[src/fee_pkg.sv]
// Package for the flat expression evaluator: item structs, operator,
// pending-operation and error codes, and the controller/datapath interface.
// No dependencies.
`timescale 1ns / 1ps
`default_nettype none

package fee_pkg;

  // One input item: an operand and the operator that follows it.
  typedef struct packed {
    logic signed [31:0] operand;
    logic [2:0]         next_operator;
  } in_item_t;

  // One result item: the expression value and the first error raised.
  typedef struct packed {
    logic signed [31:0] result;
    logic [1:0]         error;
  } out_item_t;

  // Operator codes. Every code from OP_END upward closes the expression.
  localparam logic [2:0] OP_ADD = 3'd0;
  localparam logic [2:0] OP_SUB = 3'd1;
  localparam logic [2:0] OP_MUL = 3'd2;
  localparam logic [2:0] OP_DIV = 3'd3;
  localparam logic [2:0] OP_END = 3'd4;

  // Multiplicative operation waiting for the next operand.
  localparam logic [1:0] PEND_NONE = 2'd0;
  localparam logic [1:0] PEND_MUL  = 2'd1;
  localparam logic [1:0] PEND_DIV  = 2'd2;

  // Error codes.
  localparam logic [1:0] ERR_NONE     = 2'd0;
  localparam logic [1:0] ERR_DIV_ZERO = 2'd1;
  localparam logic [1:0] ERR_OVERFLOW = 2'd2;

  // Limits of the 32-bit result field.
  localparam logic signed [31:0] RES_MAX = 32'sh7FFF_FFFF;
  localparam logic signed [31:0] RES_MIN = 32'sh8000_0000;

  // Commands from the controller to the datapath.
  typedef struct packed {
    logic load;   // capture an accepted input item
    logic setup;  // prepare the multiply/divide unit or take the operand as the term
    logic iter;   // one step of the shift-add multiplier or restoring divider
    logic sat;    // saturate the unit's magnitude into the term register
    logic route;  // fold the term into the product or the running sum
    logic emit;   // load the output register and clear the expression state
  } dp_cmd_t;

  // Status from the datapath to the controller.
  typedef struct packed {
    logic needs_iter;  // the waiting operation uses the iterative unit
    logic iter_last;   // the current step is the last one
    logic op_product;  // the captured operator is multiply or divide
    logic op_end;      // the captured operator closes the expression
  } dp_status_t;

endpackage

`default_nettype wire

[src/fee_datapath.sv]
// Datapath of the flat expression evaluator: expression state, a shared
// add/subtract unit used bit-serially for multiply and divide, and the result register.
// Depends on fee_pkg.
`timescale 1ns / 1ps
`default_nettype none

module fee_datapath #(
  parameter int WORD_BITS = 32,
  parameter int FRAC_BITS = 16
) (
  input  logic                clk,
  input  logic                rst,
  input  fee_pkg::in_item_t   in_item,
  input  fee_pkg::dp_cmd_t    cmd,
  output fee_pkg::dp_status_t status,
  output fee_pkg::out_item_t  out_item
);
  import fee_pkg::*;

  localparam int W    = WORD_BITS;
  localparam int NW   = WORD_BITS + FRAC_BITS;
  localparam int MAGW = 2 * WORD_BITS + FRAC_BITS;
  localparam int AW   = WORD_BITS + 2;
  localparam int CW   = $clog2(NW + 1);

  localparam logic signed [W-1:0] WMAX = {1'b0, {(W-1){1'b1}}};
  localparam logic signed [W-1:0] WMIN = {1'b1, {(W-1){1'b0}}};
  localparam logic [W-1:0] LIM_POS = {1'b0, {(W-1){1'b1}}};
  localparam logic [W-1:0] LIM_NEG = {1'b1, {(W-1){1'b0}}};

  // Expression state.
  logic signed [W-1:0] running_sum;
  logic signed [W-1:0] product_term;
  logic                pending_sign;
  logic [1:0]          pending_op;
  logic [1:0]          error_seen;

  // Current item and the multiply/divide unit.
  logic signed [W-1:0] x_word;
  logic [2:0]          op_code;
  logic signed [W-1:0] term;
  logic [W-1:0]        hi;
  logic [NW-1:0]       lo;
  logic [W-1:0]        mcand;
  logic [CW-1:0]       count;
  logic                is_div;
  logic                neg;

  // Operand narrowed or widened to the word.
  logic signed [W-1:0] x_clamped;
  logic                x_ovf;

  if (W < 32) begin : g_in_narrow
    logic [32-W:0] top;
    assign top       = in_item.operand[31:W-1];
    assign x_ovf     = !((&top) || !(|top));
    assign x_clamped = x_ovf ? (in_item.operand[31] ? WMIN : WMAX)
                             : in_item.operand[W-1:0];
  end else begin : g_in_wide
    assign x_ovf     = 1'b0;
    assign x_clamped = W'($signed(in_item.operand));
  end

  // Final value narrowed to the 32-bit result field.
  logic signed [31:0] fin;
  logic               fin_ovf;

  if (W > 32) begin : g_out_wide
    logic [W-32:0] top;
    assign top     = running_sum[W-1:31];
    assign fin_ovf = !((&top) || !(|top));
    assign fin     = fin_ovf ? (running_sum[W-1] ? RES_MIN : RES_MAX)
                             : running_sum[31:0];
  end else begin : g_out_narrow
    assign fin_ovf = 1'b0;
    assign fin     = 32'($signed(running_sum));
  end

  // Magnitudes of the operand and of the product term.
  logic [W-1:0] mag_x;
  logic [W-1:0] mag_pt;
  assign mag_x  = x_word[W-1] ? $unsigned(-x_word) : $unsigned(x_word);
  assign mag_pt = product_term[W-1] ? $unsigned(-product_term) : $unsigned(product_term);

  // Operator classes of the captured item.
  logic op_product;
  logic op_end;
  assign op_product = (op_code == OP_MUL) || (op_code == OP_DIV);
  assign op_end     = (op_code >= OP_END);

  logic div_zero;
  assign div_zero = (pending_op == PEND_DIV) && (x_word == '0);

  assign status.needs_iter = (pending_op == PEND_MUL) ||
                             ((pending_op == PEND_DIV) && (x_word != '0));
  assign status.iter_last  = (count == CW'(1));
  assign status.op_product = op_product;
  assign status.op_end     = op_end;

  // Shared adder: a multiply step adds the multiplicand, a divide step
  // subtracts the divisor, and the term step adds or subtracts the term.
  logic [AW-1:0] add_a;
  logic [AW-1:0] add_b;
  logic [AW-1:0] add_sum;
  logic          add_sub;

  always_comb begin
    if (cmd.iter && is_div) begin
      add_a   = {1'b0, hi, lo[NW-1]};
      add_b   = {2'b00, mcand};
      add_sub = 1'b1;
    end else if (cmd.iter) begin
      add_a   = {2'b00, hi};
      add_b   = lo[0] ? {2'b00, mcand} : '0;
      add_sub = 1'b0;
    end else begin
      add_a   = {{2{running_sum[W-1]}}, running_sum};
      add_b   = {{2{term[W-1]}}, term};
      add_sub = pending_sign;
    end
  end

  assign add_sum = add_a + (add_sub ? ~add_b : add_b) + AW'(add_sub);

  // One restoring-divide step: keep the difference when it is not negative.
  logic          div_ge;
  logic [W-1:0]  div_hi;
  assign div_ge = !add_sum[AW-1];
  assign div_hi = div_ge ? add_sum[W-1:0] : {hi[W-2:0], lo[NW-1]};

  // Saturation of the unit's magnitude into a signed word.
  logic [MAGW-1:0] mag_full;
  logic [MAGW-1:0] mag_res;
  logic [W-1:0]    mag_low;
  logic [W-1:0]    lim;
  logic            sat_ovf;
  logic signed [W-1:0] sat_val;

  assign mag_full = {hi, lo};
  assign mag_res  = is_div ? MAGW'(lo) : (mag_full >> (2 * FRAC_BITS));
  assign mag_low  = mag_res[W-1:0];
  assign lim      = neg ? LIM_NEG : LIM_POS;
  assign sat_ovf  = (|mag_res[MAGW-1:W]) || (mag_low > lim);
  assign sat_val  = sat_ovf ? (neg ? WMIN : WMAX)
                            : (neg ? $signed(-mag_low) : $signed(mag_low));

  // Running sum update with saturation.
  logic                sum_ovf;
  logic signed [W-1:0] sum_val;
  assign sum_ovf = (add_sum[W] != add_sum[W-1]);
  assign sum_val = sum_ovf ? (add_sum[AW-1] ? WMIN : WMAX) : add_sum[W-1:0];

  // Error raised in this cycle; only the first one of an expression is kept.
  logic [1:0] raise_code;
  always_comb begin
    priority if (cmd.load && x_ovf)                   raise_code = ERR_OVERFLOW;
    else if (cmd.setup && div_zero)                   raise_code = ERR_DIV_ZERO;
    else if (cmd.sat && sat_ovf)                      raise_code = ERR_OVERFLOW;
    else if (cmd.route && !op_product && sum_ovf)     raise_code = ERR_OVERFLOW;
    else                                              raise_code = ERR_NONE;
  end

  // Expression state.
  always_ff @(posedge clk) begin
    if (rst) begin
      running_sum  <= '0;
      product_term <= '0;
      pending_sign <= 1'b0;
      pending_op   <= PEND_NONE;
      error_seen   <= ERR_NONE;
    end else if (cmd.emit) begin
      running_sum  <= '0;
      product_term <= '0;
      pending_sign <= 1'b0;
      pending_op   <= PEND_NONE;
      error_seen   <= ERR_NONE;
    end else begin
      if (error_seen == ERR_NONE) begin
        error_seen <= raise_code;
      end
      if (cmd.route) begin
        if (op_product) begin
          product_term <= term;
          pending_op   <= (op_code == OP_MUL) ? PEND_MUL : PEND_DIV;
        end else begin
          running_sum  <= sum_val;
          product_term <= '0;
          pending_op   <= PEND_NONE;
          if (!op_end) begin
            pending_sign <= op_code[0];
          end
        end
      end
    end
  end

  // Item capture, the iterative unit and the result register.
  always_ff @(posedge clk) begin
    if (cmd.load) begin
      x_word  <= x_clamped;
      op_code <= in_item.next_operator;
    end
    if (cmd.setup) begin
      neg <= product_term[W-1] ^ x_word[W-1];
      hi  <= '0;
      if (pending_op == PEND_MUL) begin
        lo     <= NW'(mag_x);
        mcand  <= mag_pt;
        count  <= CW'(W);
        is_div <= 1'b0;
      end else if (pending_op == PEND_DIV) begin
        lo     <= NW'(mag_pt) << FRAC_BITS;
        mcand  <= mag_x;
        count  <= CW'(NW);
        is_div <= 1'b1;
        if (div_zero) begin
          term <= product_term[W-1] ? WMIN : WMAX;
        end
      end else begin
        term <= x_word;
      end
    end
    if (cmd.iter) begin
      count <= count - CW'(1);
      if (is_div) begin
        hi <= div_hi;
        lo <= {lo[NW-2:0], div_ge};
      end else begin
        hi <= add_sum[W:1];
        lo <= {add_sum[0], lo[NW-1:1]};
      end
    end
    if (cmd.sat) begin
      term <= sat_val;
    end
    if (cmd.emit) begin
      out_item.result <= fin;
      out_item.error  <= (error_seen != ERR_NONE) ? error_seen
                         : (fin_ovf ? ERR_OVERFLOW : ERR_NONE);
    end
  end

endmodule

`default_nettype wire

[src/fee_ctrl.sv]
// Controller of the flat expression evaluator: sequences one item through
// setup, iteration, saturation and routing, and owns both handshakes.
// Depends on fee_pkg.
`timescale 1ns / 1ps
`default_nettype none

module fee_ctrl (
  input  logic                clk,
  input  logic                rst,
  input  logic                in_valid,
  output logic                in_ready,
  output logic                out_valid,
  input  logic                out_ready,
  output fee_pkg::dp_cmd_t    cmd,
  input  fee_pkg::dp_status_t status
);
  import fee_pkg::*;

  typedef enum logic [5:0] {
    S_IDLE  = 6'b000001,
    S_SETUP = 6'b000010,
    S_ITER  = 6'b000100,
    S_SAT   = 6'b001000,
    S_ROUTE = 6'b010000,
    S_EMIT  = 6'b100000
  } state_t;

  state_t state;
  state_t state_next;

  assign in_ready = (state == S_IDLE);

  assign cmd.load  = in_valid && in_ready;
  assign cmd.setup = (state == S_SETUP);
  assign cmd.iter  = (state == S_ITER);
  assign cmd.sat   = (state == S_SAT);
  assign cmd.route = (state == S_ROUTE);
  assign cmd.emit  = (state == S_EMIT) && (!out_valid || out_ready);

  always_comb begin
    state_next = state;
    unique case (state)
      S_IDLE:  if (cmd.load) state_next = S_SETUP;
      S_SETUP: state_next = status.needs_iter ? S_ITER : S_ROUTE;
      S_ITER:  if (status.iter_last) state_next = S_SAT;
      S_SAT:   state_next = S_ROUTE;
      S_ROUTE: state_next = (!status.op_product && status.op_end) ? S_EMIT : S_IDLE;
      S_EMIT:  if (cmd.emit) state_next = S_IDLE;
      default: state_next = S_IDLE;
    endcase
  end

  always_ff @(posedge clk) begin
    if (rst) begin
      state     <= S_IDLE;
      out_valid <= 1'b0;
    end else begin
      state <= state_next;
      if (cmd.emit) begin
        out_valid <= 1'b1;
      end else if (out_ready) begin
        out_valid <= 1'b0;
      end
    end
  end

endmodule

`default_nettype wire

[src/flat_expression_evaluator.sv]
// Flat expression evaluator (+ - * / with two precedence levels), Q-format fixed point.
// Items are taken one at a time: after a transfer the item is set up, a waiting multiply
// or nonzero divide runs on the shared adder and is saturated, and the term is routed; only
// then is the next item taken. An end mark also loads the output register in an emit state,
// which waits while that register is occupied. Reset (rst, sync) clears state, out_valid.
`timescale 1ns / 1ps
`default_nettype none

module flat_expression_evaluator #(
  parameter int WORD_BITS = 32,
  parameter int FRAC_BITS = 16
) (
  input  logic               clk,
  input  logic               rst,
  input  logic               in_valid,
  output logic               in_ready,
  input  fee_pkg::in_item_t  in_item,
  output logic               out_valid,
  input  logic               out_ready,
  output fee_pkg::out_item_t out_item
);
  import fee_pkg::*;

  // The controller accepts one item at a time. Each item first has its
  // operand saturated to the internal word. If a multiply, or a divide by a
  // nonzero operand, is waiting, the datapath loads the magnitudes into its
  // shift registers and runs a shift-add multiply or a restoring divide, one
  // bit per cycle, on the same adder that later folds terms into the running
  // sum. The magnitude is then saturated and signed to form the term.
  //
  // A multiply or divide operator parks the term as the product being built.
  // Any other operator adds or subtracts the term into the running sum. An
  // end mark (and any undefined operator code) narrows the sum to 32 bits,
  // loads the output register and clears the expression state. The output
  // register lets the result wait for its transfer while the next
  // expression starts; a second end mark waits only if that register is
  // still occupied.
  //
  // Only the first error of an expression is reported: division by zero
  // or any saturation.

  dp_cmd_t    cmd;
  dp_status_t status;

  fee_ctrl u_ctrl (
    .clk       (clk),
    .rst       (rst),
    .in_valid  (in_valid),
    .in_ready  (in_ready),
    .out_valid (out_valid),
    .out_ready (out_ready),
    .cmd       (cmd),
    .status    (status)
  );

  fee_datapath #(
    .WORD_BITS (WORD_BITS),
    .FRAC_BITS (FRAC_BITS)
  ) u_datapath (
    .clk      (clk),
    .rst      (rst),
    .in_item  (in_item),
    .cmd      (cmd),
    .status   (status),
    .out_item (out_item)
  );

endmodule

`default_nettype wire

[config.mk]
export PLATFORM = sky130hd
export DESIGN_NAME = flat_expression_evaluator
export DESIGN_NICKNAME = d
export VERILOG_FILES = /design/src/fee_pkg.sv /design/src/fee_datapath.sv /design/src/fee_ctrl.sv /design/src/flat_expression_evaluator.sv
export SDC_FILE = /design/constraint.sdc
export NUM_CORES = 1
export LEC_CHECK = 0
export BUFFER_PORTS_ARGS = -buffer_cell sky130_fd_sc_hd__buf_4
export CAP_MARGIN = 20
export CORE_MARGIN = 1
export CORE_UTILIZATION = 58
export CTS_BUF_LIST = sky130_fd_sc_hd__clkbuf_16
export DETAILED_ROUTE_END_ITERATION = 8
export GPL_ROUTABILITY_DRIVEN = 0
export GPL_TIMING_DRIVEN = 0
export PLACE_DENSITY_LB_ADDON = 0.08
export SLEW_MARGIN = 20
export SYNTH_ARGS = -nofsm -noshare
export SYNTH_HDL_FRONTEND = slang
export SYNTH_SLANG_ARGS = --single-unit
[constraint.sdc]
create_clock -name clk -period 6.3 [get_ports clk]
set_input_delay 0.945 -clock clk [delete_from_list [all_inputs] [get_ports clk]]
set_output_delay 0.945 -clock clk [all_outputs]
set_load 0.02 [all_outputs]
* Word level (Yosys, flattened, before mapping)
Cells that the tools add are included.
** Word-level totals
- Flip-flop bits (word level) :: 297
- Word-level logic and storage cells :: 133
- Bits of input ports :: 39
- Output and inout bits :: 36
** Operators by class
- Add/subtract/negate cells :: 6
- Multiplexer cells :: 52
- Equality and inequality tests :: 17
- Bitwise gates (word level) :: 4
- Reductions and logical operators :: 34
- $lt $le $gt $ge :: 2
** Operators by type and width (count)
- 32-bit 2-to-1 mux :: 21
- 48-bit 2-to-1 mux :: 6
- 34-bit 2-to-1 mux :: 5
- 32-bit negation :: 3
- 6-bit 2-to-1 mux :: 8
- 48-bit OR reduction :: 1
- 6-bit case mux with 6 select lines :: 1
- 34-bit by 1-bit adder with 34-bit output :: 1
- 34-bit adder :: 1
- 34-bit NOT :: 1
- 32-bit > comparator :: 1
- 32-bit logical NOT :: 1
- 32-bit nonzero test :: 1
- 6-bit by 1-bit == test with 1-bit output (second input constant) :: 2
- 1-bit logical AND :: 10
- 2-bit 2-to-1 mux :: 5
- 2-bit nonzero test :: 5
- 3-bit AND reduction :: 3
- 3-bit by 2-bit == test with 1-bit output (second input constant) :: 2
- 6-bit by 2-bit == test with 1-bit output (second input constant) :: 1
- 6-bit by 3-bit == test with 1-bit output (second input constant) :: 1
- 6-bit by 4-bit == test with 1-bit output (second input constant) :: 1
- 6-bit by 5-bit == test with 1-bit output (second input constant) :: 1
- 6-bit == test (second input constant) :: 1
- 18 further kinds :: 32

* Longest topological paths before layout
- Word-level depth :: 12
- Mapped depth :: 23
- Gate-level depth less buffers :: 16

* Hierarchy
Synthesis repeated with hierarchy kept, for this count alone.
** Second synthesis, totals
- Cells, all modules :: 2018
- Area total of the unflattened synthesis :: 18928.2 sq um
** Modules (own cells, without submodules)
- fee_datapath :: instances 1, cells an instance 1971, seq. area each 8017.7 sq um, area an instance 18510.3 sq um
- fee_ctrl :: instances 1, cells an instance 47, seq. area each 140.1 sq um, area an instance 417.9 sq um

* Least setup slack after synthesis
No wires, ideal clock.
- Kind :: reg2reg
- From :: register u_datapath.is_div
- To :: register u_datapath.running_sum[10] (netlist: u_datapath.fin[10])
- Setup slack :: 850 ps
- Buffers on the path :: 8
- Library setup time :: 119 ps
- Required time :: 6181 ps
- Stages on the path, launching flop included :: 21
- Clock period less this slack :: 5450 ps
- Arrival :: 5331 ps
- Cells stage by stage :: edfxtp_1 -> clkbuf_1 -> buf_1 -> buf_2 -> buf_2 -> buf_1 -> clkbuf_1 -> clkbuf_1 -> mux2i_1 -> o21ai_0 -> ha_1 -> a21oi_1 -> nor2b_1 -> a311o_1 -> a221o_1 -> a31o_2 -> mux2i_1 -> xnor2_1 -> nand2_1 -> clkbuf_1 -> o221a_2
** Between the ends
- Longest elaborated chain between the ends :: 8
- Elaborated cells on any way between the ends :: 11
- Classes of those cells :: 2 x add/sub; 1 x eq/ne; 6 x mux; 1 x bitwise; 1 x reduce/logical
** Ends and longest elaborated chain
- from (decl) :: line fee_datapath.sv:46 : logic is_div;
- from (signal assigned) :: line fee_datapath.sv:210 : is_div <= 1'b0;
- from (signal assigned) :: line fee_datapath.sv:215 : is_div <= 1'b1;
- 1-bit logical AND (*) :: line fee_datapath.sv:108 : if (cmd.iter && is_div) begin
- 34-bit 2-to-1 mux :: line fee_datapath.sv:108
- 34-bit NOT :: line fee_datapath.sv:123 : assign add_sum = add_a + (add_sub ? ~add_b : add_b) + AW'(add_sub);
- 34-bit 2-to-1 mux :: line fee_datapath.sv:123
- 34-bit adder :: line fee_datapath.sv:123
- 34-bit by 1-bit adder with 34-bit output (*) :: line fee_datapath.sv:123
- 32-bit 2-to-1 mux / 1-bit != test (equally long branches) :: line fee_datapath.sv:151, fee_datapath.sv:150
- 32-bit 2-to-1 mux (*) :: line fee_datapath.sv:151 : assign sum_val = sum_ovf ? (add_sum[AW-1] ? WMIN : WMAX) : add_sum[W-1:0];
- to (signal assigned) :: line fee_datapath.sv:186 : running_sum <= sum_val;
- to (decl) :: line fee_datapath.sv:32 : logic signed [W-1:0] running_sum;
Mark *: on every way between the ends. The rest lies on a longest branch, timed or not.
A chain may end at the register's enable or synchronous reset.

* Worst setup path in the final report
- From :: register u_datapath.is_div
- To :: register u_datapath.hi[18], data pin
** Between the ends
- Longest elaborated chain between the ends :: 9
- Elaborated cells on any way between the ends :: 11
- Classes of those cells :: 2 x add/sub; 7 x mux; 1 x bitwise; 1 x reduce/logical
** Ends and longest elaborated chain
- 1-bit logical AND :: line fee_datapath.sv:108
- 34-bit 2-to-1 mux :: line fee_datapath.sv:108
- 34-bit NOT :: line fee_datapath.sv:123
- 34-bit 2-to-1 mux :: line fee_datapath.sv:123
- 34-bit adder :: line fee_datapath.sv:123
- 34-bit by 1-bit adder with 34-bit output :: line fee_datapath.sv:123
- 32-bit 2-to-1 mux :: line fee_datapath.sv:129 : assign div_hi = div_ge ? add_sum[W-1:0] : {hi[W-2:0], lo[NW-1]};
- 32-bit 2-to-1 mux (*) :: line fee_datapath.sv:225 : if (is_div) begin
- 32-bit 2-to-1 mux (*) :: line fee_datapath.sv:223 : if (cmd.iter) begin
- to (signal assigned) :: line fee_datapath.sv:226 : hi <= div_hi;
- to (signal assigned) :: line fee_datapath.sv:229 : hi <= add_sum[W:1];
- to (decl) :: line fee_datapath.sv:42 : logic [W-1:0] hi;
Marks and branches as above.

==> run metrics <==
WP buf/inv=8; dpl cells=approximately 2.5k; post-DP HPWL=between 50000 and 60000 microns; vias per cell=just under 7; Async S/R FF share, synth=0; register area share after synthesis=0.433; layout cell share with drive strength beyond 1=0.115; synth warn=0; peak supply drop=approximately 0.25 mV; CTS Sinks=297; Critical Path RT=roughly 6.6 ns; WL final=between 60000 and 70000 microns; CP Launch Type=flip-flop; fill count=between 2k and 3k; Hold/Removal Path Class=flip-flop to flip-flop; design area=~0.021 sq mm; # DRC=0; count of hold buffers inserted by post-cts repair=0; status=completed; DIE WIDTH=~180 microns; clk root buf=clkbuf_16; I/O pin count=75; Global Route Usage Sum=0.401; CP cell instances=clkbuf_4 -> clkbuf_4 -> buf_2 -> buf_4 -> nor2_1 -> nor2_2 -> clkbuf_2 -> a22oi_2 -> xor2_1 -> ha_1 -> clkbuf_1 -> a21oi_1 -> o21ai_0 -> a211oi_1 -> o211ai_1 -> o21ai_0 -> xnor2_1 -> clkbuf_4 -> buf_4 -> mux2i_1 -> a211oi_1; Worst Clk Skew=between 0.015 and 0.02 ns; Reg power frac=0.525; synthesis-stage register bit count=between 200 and 300; number of max-cap violations=0; Synth top area share=0.352; vias in the first global route=16.2k; CTS Buf Count=31; Internal=3150 uW; WP data arrival=6.44 ns; Mapped Cells=just under 2k; final setup vio count=0; area leader, netlist=edfxtp_1; RSZ-0062 raised after global routing=no; core area=0.0318 sq mm; final worst path period need=between 6 and 7 ns; Slew Limit Headroom=0.347; Die Height=about 180 microns; Lkg Pwr=between 0.007 and 0.008 uW; largest net degree at the start of global routing=34; CTS tree=built; most used flip-flop cell after synthesis=edfxtp_1; first-pass GRT wire length=roughly 99000 microns; Finished Core Util=0.669; IO buf count=74; endpoint type of the worst setup path=flip-flop; most used cell, CP=clkbuf_4; fmax=between 0.15 and 0.2 GHz; initial antenna violation count=0; net switching power=974 uW; first drt pass iteration count=6; slowest cell delay on critical path=~0.42 ns; Max FO, Critical Path=10; CTS H-tree lvls=1; Worst-path clk slew=roughly 0.060 ns; CP delay by family, top=buffers and inverters; vias=~17k; Syn-to-layout area delta=12.9%; fin crit share=0.975; Final #Nets=2187; Layout Cells excl Fill=around 2.5k; DP Area=about 0.020 sq mm; slowest cell on the critical path=edfxtp_1; die area=0.0332 sq mm; Starting DRT DRC Count=2645; total gr overflow=0; EDFF count, synth=221; PD cells=just under 200 mW/mm^2; synth top area cells=edfxtp_1, dfxtp_1, mux2i_1; Routed WL per cell=26.4 microns; later-pin clock latency in the skew report=0.58 ns; FP Rows=between 60 and 70; clock share of power=0.411; Initial Util=0.593; Unique masters post-synth=75; Switching Share=0.236; Final Hold Fails=0; Comb pwr share=0.065; critical path class=flip-flop to flip-flop; clock buffer depth=3; Post-Syn Area per Cell=9.64 sq um; synthesized net count=approximately 2.1k; slew of the pin with the lowest slew margin=between 0.9 and 1 ns; Final ANT Viol Nets=0; Cell Area, Synth=roughly 0.019 sq mm; Final Max Tran Viols=0
registers in the layout, indices dropped and copies added, names as in the netlist:
| name | cells |
|---|---|
| u_ctrl.out_valid | 1 |
| u_ctrl.state | 6 |
| u_datapath.count | 6 |
| u_datapath.error_seen | 2 |
| u_datapath.fin | 32 |
| u_datapath.hi | 32 |
| u_datapath.is_div | 1 |
| u_datapath.lo | 48 |
| u_datapath.mcand | 32 |
| u_datapath.neg | 1 |
| u_datapath.op_code | 3 |
| u_datapath.out_item | 34 |
| u_datapath.pending_op | 2 |
| u_datapath.pending_sign | 1 |
| u_datapath.product_term | 32 |
| u_datapath.term | 32 |
| u_datapath.x_word | 32 |
Yosys cell counts (all sizes together), types with 11 or more instances:
cell    instances
a211oi         41
a21o           16
a21oi         201
a22oi          30
a311oi         11
buf            21
clkbuf        105
dfxtp          76
edfxtp        221
ha             71
inv            52
mux2           16
mux2i         145
nand2         165
nand3          52
nand4          23
nor2          100
nor2b          26
nor3           47
nor4           20
o211ai         18
o21ai         137
o221a          26
o22ai          30
o31ai          20
or3            14
or4            13
xnor2          34
xor2           96
cells in the final DEF (no fill, tap or decap), types with 10 or more instances in the layout:
cell	count
edfxtp_1	221
a21oi_1	199
nand2_1	163
mux2i_1	144
o21ai_0	134
nor2_1	97
xor2_1	94
clkbuf_1	91
buf_4	84
dfxtp_1	76
ha_1	71
inv_1	61
nand3_1	52
nor3_1	45
a211oi_1	41
xnor2_1	34
clkbuf_16	33
o22ai_1	30
a22oi_1	28
o221a_2	26
nor2b_1	25
nand4_1	23
o31ai_1	19
o211ai_1	18
nor4_1	18
mux2_2	16
a21o_1	16
clkbuf_2	11
buf_2	11
or3_1	11
or4_1	10
o41ai_1	10
a311oi_1	10
routing by layer:
layer  track usage  vias up  wire length, microns
li1              -     7636                     -
met2         0.611     1240                 28500
met4         0.323        0                  6740
met1         0.495     8129                 24300
met5             0        -                     0
met3        0.0826      333                  7390
power groups by stage:
stage / sequential (uW) / clock (uW) / combinational (uW)
floorplan: 2190 / 0 / 146
global placement: 2200 / 0 / 237
detailed placement: 2200 / 0 / 249
CTS: 2160 / 1690 / 253
global route: 2160 / 1770 / 280
finish: 2160 / 1690 / 267
metrics by stage:
stage / TNS, ns / hold slack, ns / power (uW) / setup WS (ns)
5_1_grt: 0 / 0.484 / 4210 / 0.0106
3_3_place_gp: -217.56 / 0.442 / 2440 / -1.97
4_1_cts: 0 / 0.462 / 4110 / 0.0489
3_5_place_dp: -145.28 / 0.444 / 2450 / -2.09
2_1_floorplan: 0 / 0.431 / 2330 / 0.850
6_report: 0 / 0.462 / 4130 / 0.156
kinds of logic (layout without fill, tap and decap cells):
group,count (synthesis),after routing,synth area share
multiplexers,161,161,0.0866
adder cells (fa/ha/maj),73,73,0.0487
buffers and inverters,180,321,0.0365
XOR/XNOR,130,130,0.0604
other,0,1,0
AO/OA/AOI/OAI,598,598,0.200
AND/OR/NAND/NOR,517,517,0.135
flip-flops,297,297,0.433
final timing paths:
path | start | to | slack (ns) | depth (start not counted)
worst max-delay path | u_datapath.is_div$_SDFFCE_PP0P_ | u_datapath.hi[18]$_SDFFCE_PP0P_ | 0.16 | 21
worst min-delay path | u_datapath.fin[20]$_SDFFE_PP0P_ | u_datapath.out_item[22]$_DFFE_PP_ | 0.46 | 0
worst max register to register | u_datapath.is_div$_SDFFCE_PP0P_ | u_datapath.hi[18]$_SDFFCE_PP0P_ | 0.16 | 21
worst min register to register | u_datapath.fin[20]$_SDFFE_PP0P_ | u_datapath.out_item[22]$_DFFE_PP_ | 0.46 | 0
layout make-up:
cell class,count,area (sq um),area share
inverters,54,203,0.00953
clock buffers,33,826,0.0388
clock inverters,21,95.1,0.00447
multi-input cells,1479,10200,0.477
plain buffers,125,523,0.0246
well taps,435,544,0.0256
repair buffers,88,773,0.0363
flip-flops and latches,297,8160,0.383
diodes,1,2.50,0.000118
repair_timing:
item	CTS	global route
pin swaps	1	1
buffers inserted	3	3
resized for setup	28	29
endpoints found under the setup margin	98	76
Note: power is estimated with default switching activity, not from simulation.
